[src/fgd_pkg.sv]
// Shared types and constants for the FSK Goertzel demodulator.
// Used by the register file, the multiplier, the core and the top level.
`timescale 1ns / 1ps
package fgd_pkg;

	// Field widths
	localparam int COEFF_W  = 18;
	localparam int SPB_W    = 12;
	localparam int SAMPLE_W = 16;
	localparam int BYTE_W   = 8;

	// Default widths of the resonator taps and the energy sums
	localparam int RES_W_DEF = 40;
	localparam int EN_W_DEF  = 64;

	// Shared multiplier operand width and the taps' power scale (31 bits)
	localparam int MUL_W = 33;
	localparam int PWR_W = 31;

	// APB side
	localparam int APB_AW = 4;
	localparam int APB_DW = 32;

	// Register indexes
	localparam logic [1:0] REG_MARK_COEFF  = 2'd0;
	localparam logic [1:0] REG_SPACE_COEFF = 2'd1;
	localparam logic [1:0] REG_SPB         = 2'd2;

	// Register reset values
	localparam logic signed [COEFF_W-1:0] MARK_COEFF_RST  = -18'sd117555;
	localparam logic signed [COEFF_W-1:0] SPACE_COEFF_RST = -18'sd108988;
	localparam logic [SPB_W-1:0]          SPB_RST         = 12'd480;

	typedef struct packed {
		logic signed [COEFF_W-1:0] mark_coeff;
		logic signed [COEFF_W-1:0] space_coeff;
		logic [SPB_W-1:0]          bit_len;
	} cfg_t;

	typedef enum logic [3:0] {
		ST_IDLE,
		ST_MQL,
		ST_MQH,
		ST_ACC,
		ST_SUM,
		ST_SAT,
		ST_MCR,
		ST_MR0,
		ST_MR1,
		ST_MTR,
		ST_PSUB,
		ST_EN,
		ST_BIT
	} state_t;

endpackage

[src/fgd_apb_regs.sv]
// APB register file: mark and space coefficients and the bit window length.
// Depends on fgd_pkg for the register map and reset values.
`timescale 1ns / 1ps
module fgd_apb_regs import fgd_pkg::*; (
	input  logic              clk,
	input  logic              arst_n,
	input  logic              psel,
	input  logic              penable,
	input  logic              pwrite,
	input  logic [APB_AW-1:0] paddr,
	input  logic [APB_DW-1:0] pwdata,
	output logic [APB_DW-1:0] prdata,
	output logic              pready,
	output cfg_t              cfg
);

	cfg_t       cfg_q;
	logic [1:0] reg_idx;
	logic       wr_en;

	assign pready  = 1'b1;
	assign reg_idx = paddr[3:2];
	assign wr_en   = psel & penable & pwrite;
	assign cfg     = cfg_q;

	// Write the addressed register on the access cycle
	always_ff @(posedge clk or negedge arst_n) begin
		if (!arst_n) begin
			cfg_q.mark_coeff  <= MARK_COEFF_RST;
			cfg_q.space_coeff <= SPACE_COEFF_RST;
			cfg_q.bit_len     <= SPB_RST;
		end else if (wr_en) begin
			case (reg_idx)
				REG_MARK_COEFF:  cfg_q.mark_coeff  <= pwdata[COEFF_W-1:0];
				REG_SPACE_COEFF: cfg_q.space_coeff <= pwdata[COEFF_W-1:0];
				REG_SPB:         cfg_q.bit_len     <= pwdata[SPB_W-1:0];
				default: ;
			endcase
		end
	end

	// Read back the raw register bits
	always_comb begin
		case (reg_idx)
			REG_MARK_COEFF:  prdata = APB_DW'(unsigned'(cfg_q.mark_coeff));
			REG_SPACE_COEFF: prdata = APB_DW'(unsigned'(cfg_q.space_coeff));
			REG_SPB:         prdata = APB_DW'(cfg_q.bit_len);
			default:         prdata = '0;
		endcase
	end

endmodule

[src/fgd_mul.sv]
// Shared signed multiplier with a registered product.
// Depends on fgd_pkg for the operand width.
`timescale 1ns / 1ps
module fgd_mul import fgd_pkg::*; (
	input  logic                      clk,
	input  logic signed [MUL_W-1:0]   a,
	input  logic signed [MUL_W-1:0]   b,
	output logic signed [2*MUL_W-1:0] prod_q
);

	// Register every product; the sequencer reads it in the step after it drives the operands
	always_ff @(posedge clk) begin
		prod_q <= a * b;
	end

endmodule

[src/fgd_core.sv]
// Sequencer and datapath: two Goertzel resonators, energy sums, bit and byte assembly.
// Depends on fgd_pkg; drives the shared multiplier fgd_mul.
`timescale 1ns / 1ps
module fgd_core import fgd_pkg::*; #(
	parameter int RESONATOR_WIDTH = RES_W_DEF,
	parameter int ENERGY_WIDTH    = EN_W_DEF
) (
	input  logic                        clk,
	input  logic                        arst_n,
	input  cfg_t                        cfg,
	input  logic                        in_valid,
	output logic                        in_ready,
	input  logic signed [SAMPLE_W-1:0]  in_sample,
	input  logic                        in_last,
	output logic                        out_valid,
	input  logic                        out_ready,
	output logic [BYTE_W-1:0]           out_data,
	output logic signed [MUL_W-1:0]     mul_a,
	output logic signed [MUL_W-1:0]     mul_b,
	input  logic signed [2*MUL_W-1:0]   mul_p
);

	localparam int RW  = RESONATOR_WIDTH;
	localparam int EW  = ENERGY_WIDTH;
	localparam int AW  = RW + 19;
	localparam int SW  = RW + 4;
	localparam int PW  = 2 * MUL_W;
	localparam int XW  = 66;
	localparam int RSH = RW - PWR_W;

	localparam logic signed [SW-1:0] RMAX = (SW'(1) <<< (RW - 1)) - SW'(1);
	localparam logic signed [SW-1:0] RMIN = -RMAX - SW'(1);
	localparam logic signed [XW-1:0] EMAX = (XW'(1) <<< (EW - 1)) - XW'(1);
	localparam logic signed [XW-1:0] EMIN = -EMAX - XW'(1);

	state_t state_q, state_d;

	logic                       tone_q;
	logic signed [SAMPLE_W-1:0] sample_q;
	logic                       last_q;
	logic signed [RW-1:0]       recent_q [2];
	logic signed [RW-1:0]       prev_q   [2];
	logic signed [EW-1:0]       energy_q [2];
	logic signed [AW-1:0]       acc_q;
	logic signed [SW-1:0]       sum_q;
	logic signed [PWR_W-1:0]    r0_q, r1_q;
	logic signed [MUL_W-1:0]    t_q;
	logic signed [63:0]         pow_q;
	logic [SPB_W-1:0]           wc_q;
	logic [2:0]                 pos_q;
	logic [BYTE_W-1:0]          shift_q;
	logic                       out_valid_q;
	logic [BYTE_W-1:0]          out_data_q;

	logic signed [COEFF_W-1:0]  coeff;
	logic signed [RW-1:0]       q1, q2;
	logic signed [RW+32:0]      q1x;
	logic signed [MUL_W-1:0]    q1_lo, q1_hi;
	logic signed [AW-1:0]       prod_aw;
	logic signed [RW-1:0]       q0;
	logic signed [XW-1:0]       en_sum;
	logic signed [EW-1:0]       en_next;
	logic [SPB_W-1:0]           wc_next;
	logic                       win_close;
	logic                       bit_val;
	logic [BYTE_W-1:0]          shift_next;
	logic                       emit;
	logic                       bit_go;

	// Select the active tone's coefficient and taps
	assign coeff   = tone_q ? cfg.space_coeff : cfg.mark_coeff;
	assign q1      = recent_q[tone_q];
	assign q2      = prev_q[tone_q];
	assign q1x     = (RW + 33)'(q1);
	assign q1_lo   = {1'b0, q1[31:0]};
	assign q1_hi   = q1x[64:32];
	assign prod_aw = AW'(mul_p);

	// Clamp the new tap to the resonator range
	always_comb begin
		if (sum_q > RMAX) begin
			q0 = RW'(RMAX);
		end else if (sum_q < RMIN) begin
			q0 = RW'(RMIN);
		end else begin
			q0 = RW'(sum_q);
		end
	end

	// Saturating energy accumulate
	assign en_sum = XW'(energy_q[tone_q]) + XW'(pow_q);
	always_comb begin
		if (en_sum > EMAX) begin
			en_next = EW'(EMAX);
		end else if (en_sum < EMIN) begin
			en_next = EW'(EMIN);
		end else begin
			en_next = EW'(en_sum);
		end
	end

	// Window close, bit decision and byte completion
	assign wc_next    = wc_q + SPB_W'(1);
	assign win_close  = (wc_next >= cfg.bit_len);
	assign bit_val    = (energy_q[0] > energy_q[1]);
	assign shift_next = {shift_q[BYTE_W-2:0], bit_val};
	assign emit       = win_close && (pos_q == 3'd7);
	assign bit_go     = !(emit && out_valid_q && !out_ready);

	assign in_ready  = (state_q == ST_IDLE);
	assign out_valid = out_valid_q;
	assign out_data  = out_data_q;

	// State register
	always_ff @(posedge clk or negedge arst_n) begin
		if (!arst_n) begin
			state_q <= ST_IDLE;
		end else begin
			state_q <= state_d;
		end
	end

	// Next state and multiplier operands
	always_comb begin
		state_d = state_q;
		mul_a   = '0;
		mul_b   = '0;
		case (state_q)
			ST_IDLE: begin
				if (in_valid) begin
					state_d = ST_MQL;
				end
			end
			ST_MQL: begin
				mul_a   = MUL_W'(coeff);
				mul_b   = q1_lo;
				state_d = ST_MQH;
			end
			ST_MQH: begin
				mul_a   = MUL_W'(coeff);
				mul_b   = q1_hi;
				state_d = ST_ACC;
			end
			ST_ACC: state_d = ST_SUM;
			ST_SUM: state_d = ST_SAT;
			ST_SAT: state_d = ST_MCR;
			ST_MCR: begin
				mul_a   = MUL_W'(coeff);
				mul_b   = MUL_W'(r0_q);
				state_d = ST_MR0;
			end
			ST_MR0: begin
				mul_a   = MUL_W'(r0_q);
				mul_b   = MUL_W'(r0_q);
				state_d = ST_MR1;
			end
			ST_MR1: begin
				mul_a   = MUL_W'(r1_q);
				mul_b   = MUL_W'(r1_q);
				state_d = ST_MTR;
			end
			ST_MTR: begin
				mul_a   = t_q;
				mul_b   = MUL_W'(r1_q);
				state_d = ST_PSUB;
			end
			ST_PSUB: state_d = ST_EN;
			ST_EN: begin
				state_d = tone_q ? ST_BIT : ST_MQL;
			end
			ST_BIT: begin
				if (bit_go) begin
					state_d = ST_IDLE;
				end
			end
			default: state_d = ST_IDLE;
		endcase
	end

	// Working registers of the shared datapath
	always_ff @(posedge clk) begin
		case (state_q)
			ST_IDLE: begin
				sample_q <= in_sample;
				last_q   <= in_last;
			end
			ST_MQH:  acc_q <= prod_aw + AW'(32768);
			ST_ACC:  acc_q <= acc_q + (prod_aw <<< 32);
			ST_SUM:  sum_q <= SW'(acc_q >>> 16) + SW'(sample_q) - SW'(q2);
			ST_SAT: begin
				r0_q <= PWR_W'(q0 >>> RSH);
				r1_q <= PWR_W'(q1 >>> RSH);
			end
			ST_MR0:  t_q   <= MUL_W'((mul_p + PW'(32768)) >>> 16);
			ST_MR1:  pow_q <= 64'(mul_p);
			ST_MTR:  pow_q <= pow_q + 64'(mul_p);
			ST_PSUB: pow_q <= pow_q - 64'(mul_p);
			default: ;
		endcase
	end

	// Resonator taps, energies, window and byte state, output beat
	always_ff @(posedge clk or negedge arst_n) begin
		if (!arst_n) begin
			tone_q      <= 1'b0;
			wc_q        <= '0;
			pos_q       <= '0;
			shift_q     <= '0;
			out_valid_q <= 1'b0;
			out_data_q  <= '0;
			for (int i = 0; i < 2; i++) begin
				recent_q[i] <= '0;
				prev_q[i]   <= '0;
				energy_q[i] <= '0;
			end
		end else begin
			// Load a finished byte, or drop the beat once the sink takes it
			if ((state_q == ST_BIT) && bit_go && emit) begin
				out_valid_q <= 1'b1;
				out_data_q  <= shift_next;
			end else if (out_valid_q && out_ready) begin
				out_valid_q <= 1'b0;
			end
			case (state_q)
				ST_IDLE: tone_q <= 1'b0;
				ST_SAT: begin
					prev_q[tone_q]   <= q1;
					recent_q[tone_q] <= q0;
				end
				ST_EN: begin
					energy_q[tone_q] <= en_next;
					tone_q           <= 1'b1;
				end
				ST_BIT: begin
					if (bit_go) begin
						// Advance the window count, or restart it on close or last sample
						if (win_close || last_q) begin
							wc_q <= '0;
						end else begin
							wc_q <= wc_next;
						end
						// Shift in the bit; a full byte or the last sample empties the register
						if (emit || last_q) begin
							shift_q <= '0;
							pos_q   <= '0;
						end else if (win_close) begin
							shift_q <= shift_next;
							pos_q   <= pos_q + 3'd1;
						end
						// Close the window or drop everything on the last sample
						if (win_close || last_q) begin
							for (int i = 0; i < 2; i++) begin
								recent_q[i] <= '0;
								prev_q[i]   <= '0;
								energy_q[i] <= '0;
							end
						end
					end
				end
				default: ;
			endcase
		end
	end

endmodule

[src/fsk_goertzel_demodulator.sv]
// Binary FSK demodulator: mark and space Goertzel resonators on one shared multiplier.
// Each sample is accepted only in the idle state and then runs through 11 sequencer
// steps per tone on the single 33x33 multiplier and one bit/byte step before the next.
// A completed byte is registered in the bit/byte step of the sample that closes it; a
// waiting byte stalls the sequencer only when the next byte is due. Asynchronous reset
// clears all taps, energies, window and byte state and loads the register defaults.
`timescale 1ns / 1ps
module fsk_goertzel_demodulator import fgd_pkg::*; #(
	parameter int RESONATOR_WIDTH = RES_W_DEF,
	parameter int ENERGY_WIDTH    = EN_W_DEF
) (
	input  logic              clk,
	input  logic              arst_n,
	// Sample stream
	input  logic              s_axis_tvalid,
	output logic              s_axis_tready,
	input  logic [15:0]       s_axis_tdata,   // [15:0] sample
	input  logic              s_axis_tlast,   // last_sample
	// Byte stream
	output logic              m_axis_tvalid,
	input  logic              m_axis_tready,
	output logic [7:0]        m_axis_tdata,   // [7:0] data_byte
	// Configuration
	input  logic              psel,
	input  logic              penable,
	input  logic              pwrite,
	input  logic [APB_AW-1:0] paddr,
	input  logic [APB_DW-1:0] pwdata,
	output logic [APB_DW-1:0] prdata,
	output logic              pready
);

	cfg_t                    cfg;
	logic signed [MUL_W-1:0] mul_a, mul_b;
	logic signed [2*MUL_W-1:0] mul_p;

	fgd_apb_regs u_regs (
		.clk     (clk),
		.arst_n  (arst_n),
		.psel    (psel),
		.penable (penable),
		.pwrite  (pwrite),
		.paddr   (paddr),
		.pwdata  (pwdata),
		.prdata  (prdata),
		.pready  (pready),
		.cfg     (cfg)
	);

	fgd_mul u_mul (
		.clk    (clk),
		.a      (mul_a),
		.b      (mul_b),
		.prod_q (mul_p)
	);

	fgd_core #(
		.RESONATOR_WIDTH (RESONATOR_WIDTH),
		.ENERGY_WIDTH    (ENERGY_WIDTH)
	) u_core (
		.clk       (clk),
		.arst_n    (arst_n),
		.cfg       (cfg),
		.in_valid  (s_axis_tvalid),
		.in_ready  (s_axis_tready),
		.in_sample (s_axis_tdata),
		.in_last   (s_axis_tlast),
		.out_valid (m_axis_tvalid),
		.out_ready (m_axis_tready),
		.out_data  (m_axis_tdata),
		.mul_a     (mul_a),
		.mul_b     (mul_b),
		.mul_p     (mul_p)
	);

endmodule
[config.mk]
export PLATFORM = sky130hd
export DESIGN_NAME = fsk_goertzel_demodulator
export DESIGN_NICKNAME = d
export VERILOG_FILES = /design/src/fgd_pkg.sv /design/src/fgd_apb_regs.sv /design/src/fgd_mul.sv /design/src/fgd_core.sv /design/src/fsk_goertzel_demodulator.sv
export SDC_FILE = /design/constraint.sdc
export NUM_CORES = 2
export LEC_CHECK = 0
export BUFFER_PORTS_ARGS = -buffer_cell sky130_fd_sc_hd__buf_2
export CAP_MARGIN = 0
export CORE_MARGIN = 4
export CORE_UTILIZATION = 61
export DETAILED_ROUTE_END_ITERATION = 6
export GPL_TIMING_DRIVEN = 0
export PLACE_DENSITY_LB_ADDON = 0.12
export SYNTH_ARGS = -nofsm -noshare
export SYNTH_HDL_FRONTEND = slang
export SYNTH_SLANG_ARGS = --single-unit
[constraint.sdc]
create_clock -name clk -period 13.8 [get_ports clk]
set_input_delay 1.38 -clock clk [delete_from_list [all_inputs] [get_ports clk]]
set_output_delay 1.38 -clock clk [all_outputs]
set_load 0.01 [all_outputs]
==> PnR_summary.wiki <==
{| class="wikitable"
! Metric !! Value
|-
| Number of flip-flops and latches in the synthesized netlist || 699
|-
| Standard-cell rows || 133
|-
| Iter 0 DRT Violations || 7857
|-
| Maximum net fanout on the critical path || 10
|-
| Via count of the first global-routing pass || 68400
|-
| Detailed-route wire length per cell || 28.2 µm
|-
| Share of synthesized registers carrying an async set or reset || 53.2%
|-
| RSZ-0062 raised after global routing || no
|-
| Yosys synthesis warning count || 0
|-
| Top cell by count, worst path || sky130_fd_sc_hd__fa_1
|-
| Most common cell after layout, fill and taps aside || sky130_fd_sc_hd__inv_1
|-
| Crit path max-delay cell type || sky130_fd_sc_hd__clkdlybuf4s15_1
|-
| First-pass GRT wire length || 446 mm
|-
| Actual slew at the worst max-slew pin || 1530 ps
|-
| DIE AREA || 140000 µm²
|-
| Leftover overflow at the end of global routing || 0
|-
| Max-capacitance violation count || 1
|-
| Count of placed standard cells in the final layout, fillers left out || approximately 11000
|-
| Final period utilization || 99.2%
|-
| Commonest non-fill, non-tap cells in the layout || sky130_fd_sc_hd__inv_1, sky130_fd_sc_hd__fa_1, sky130_fd_sc_hd__nand2_1, sky130_fd_sc_hd__nor2_1, sky130_fd_sc_hd__ha_1
|-
| Mean instance size in the synthesized netlist || 9.39 µm²
|-
| Number of instances in the synthesized netlist || 8681
|-
| Post-layout net count || 10600
|-
| Vias per inst || 6.34
|-
| Share of layout cells above drive strength 1 || 6.68%
|-
| Number of flops mapped to enable cells by yosys || roughly 260
|-
| Most instantiated flip-flop cell in the synthesis netlist || sky130_fd_sc_hd__dfrtp_1
|-
| Count of endpoints failing setup in the final report || 0
|-
| Placeable core region || 132000 µm²
|-
| Critical path type || reg2reg
|-
| Top-Level Pins || 103
|-
| Cts bufs inserted || 80
|-
| Buffer depth of the longest clock path || 3
|-
| Clock insertion delay at the later pin of the skew report || 740 ps
|-
| Initial antenna violation count || 20
|-
| Slew HR || -2.58%
|-
| Total placed cells including tap cells || 10500
|-
| Outcome || finished with violations
|-
| Overall Global Routing Usage || between 40% and 50%
|-
| Chip Width || ~370 µm
|-
| Initial standard-cell utilization of the core || approximately 60%
|-
| Clock tree from TritonCTS || done
|-
| Worst Clk Skew || roughly 83 ps
|-
| Final hold vios || 0
|-
| Clock sink count || 699
|-
| Utilization after layout || 66.3%
|-
| Arrival time at the worst endpoint || 14170 ps
|-
| Number of port buffers || 71
|-
| Drt total wl || between 300 and 400 mm
|-
| Synth cell types || 100
|-
| H-tree levels || 3
|-
| Sequential element share of the synthesized area || 22.7%
|-
| Final ANT Viol Nets || 0
|-
| Shortest clock period the worst path allows after layout || roughly 14000 ps
|-
| Cell Area, Synth || 81500 µm²
|-
| Syn-to-layout area delta || 7.44%
|-
| Endpoint kind of the worst setup timing path || flip-flop
|-
| Pre-antenna DRT Iters || 7
|-
| Root Driver || sky130_fd_sc_hd__clkbuf_16
|-
| HPWL after detailed placement || about 250 mm
|-
| Number of pins exceeding their max-slew limit in the final report || 10
|-
| Failing checks || design-rule violations, max-capacitance violations, max-slew violations
|-
| # DRC || 30
|-
| Timing-limited maximum frequency || 73.0 MHz
|-
| Worst stage delay on the critical path || approximately 950 ps
|-
| Required time at the endpoint of the critical path || 14280 ps
|-
| Largest net degree at the start of global routing || ~120
|-
| Weighted congestion reported at the end of routability-driven placement || 1.10
|-
| Path type of the worst min-delay path || reg2reg
|-
| Vias post-DR || 68000
|-
| Clock slew at the register clock pins of the worst setup and hold paths || about 70 ps
|-
| Crit path launch type || flip-flop
|-
| Die boundary height || 374 µm
|}
## sequential cells by signal, summed over array words and instances, names as in the netlist
name	flops
u_core.r1_q	31
u_core.shift_q	7
u_core.pow_q	64
u_regs.cfg	48
u_core.r0_q	31
u_core.recent_q	80
u_core.last_q	1
u_core.sample_q	16
u_core.t_q	33
u_core.state_q	4
u_core.out_data	8
u_core.prev_q	80
u_mul.prod_q	64
u_core.pos_q	3
u_core.out_valid	1
u_core.acc_q	43
u_core.tone_q	1
u_core.energy_q	128
u_core.sum_q	44
u_core.wc_q	12
## cells by family after synthesis
group / synth area share, %
other cells: 0.00921
buf+inv: 8.77
flops: 22.7
compound gates: 12.5
simple gates: 12.5
mux: 3.29
xor+xnor: 3.93
fa+ha+maj: 36.3
## layer usage
layer  vias up  track usage, %  routed length, µm  share of wire, %
li1      28600               -                  -                 -
met5         -           0.549                157             0.052
met3      1079            16.2              40000                13
met4        10            24.9              22800               7.6
met2      4262            62.0             125000                41
met1     34000            56.8             114000                38
## Yosys cell counts (198+ instances only)
cell type / number / share of area, %
sky130_fd_sc_hd__edfxtp_1: 263 / 9.7
sky130_fd_sc_hd__ha_1: 491 / 7.5
sky130_fd_sc_hd__nor2_1: 708 / 3.3
sky130_fd_sc_hd__mux2_2: 198 / 2.7
sky130_fd_sc_hd__xnor2_1: 242 / 2.6
sky130_fd_sc_hd__o21ai_0: 321 / 2.0
sky130_fd_sc_hd__fa_1: 1171 / 29
sky130_fd_sc_hd__a21oi_1: 359 / 2.2
sky130_fd_sc_hd__dfrtp_1: 352 / 11
sky130_fd_sc_hd__inv_1: 1399 / 6.4
sky130_fd_sc_hd__nand2_1: 1060 / 4.9
sky130_fd_sc_hd__clkbuf_1: 368 / 1.7
## final timing paths
path                                           from  slack [ps]                  end  cells past startpoint
worst min register to register  u_core.energy_q[64]         490  u_core.energy_q[64]                      1
worst min-delay path            u_core.energy_q[64]         490  u_core.energy_q[64]                      1
worst max register to register        u_core.tone_q         110     u_mul.prod_q[59]                     32
max in group asynchronous                    arst_n       11760    u_core.state_q[0]                      3
min in group asynchronous                    arst_n         550  u_core.energy_q[83]                      1
worst max-delay path                  u_core.tone_q         110     u_mul.prod_q[59]                     32
## area by class of cell
type / count / area (µm²)
Tap cell: 1755 / 2200
Inverter: 1401 / 5260
Multi-Input combinational cell: 6133 / 56000
Sequential cell: 699 / 18500
Clock inverter: 32 / 452
Fill cell: 10900 / 44500
Antenna cell: 22 / 55.1
Timing Repair Buffer: 96 / 787
Buffer: 459 / 1910
Clock buffer: 117 / 2400
## what timing repair did
item                                    in CTS  in global routing
setup buffers                                0                  0
gates cloned                                 0                  0
resized for setup                            5                 13
hold buffers                                 0                  0
endpoints found under the setup margin      12                  8
## metrics by stage
| stage | setup TNS [ps] | area, µm² | hold WS, ps | setup slack, ps |
|---|---|---|---|---|
| 2_1_floorplan | 0 | 81600 | 456 | 4000 |
| 3_3_place_gp | -10590 | 84100 | 479 | -1050 |
| 3_5_place_dp | -5050 | 84700 | 482 | -853 |
| 4_1_cts | 0 | 87500 | 496 | 47.0 |
| 5_1_grt | 0 | 87600 | 511 | 59.4 |
| 6_report | 0 | 87600 | 487 | 109 |
## critical path: cells and delay by family (launching register included)
kind | cells | cell delay [ps]
fa+ha+maj | 9 | 4390
simple gates | 5 | 960
buf+inv | 9 | 3260
compound gates | 7 | 2800
xor+xnor | 1 | 760
mux | 1 | 410
flops | 1 | 730
Power is not shown: default switching activity piles up to over one toggle a cycle in this logic, so the estimate is an artifact.
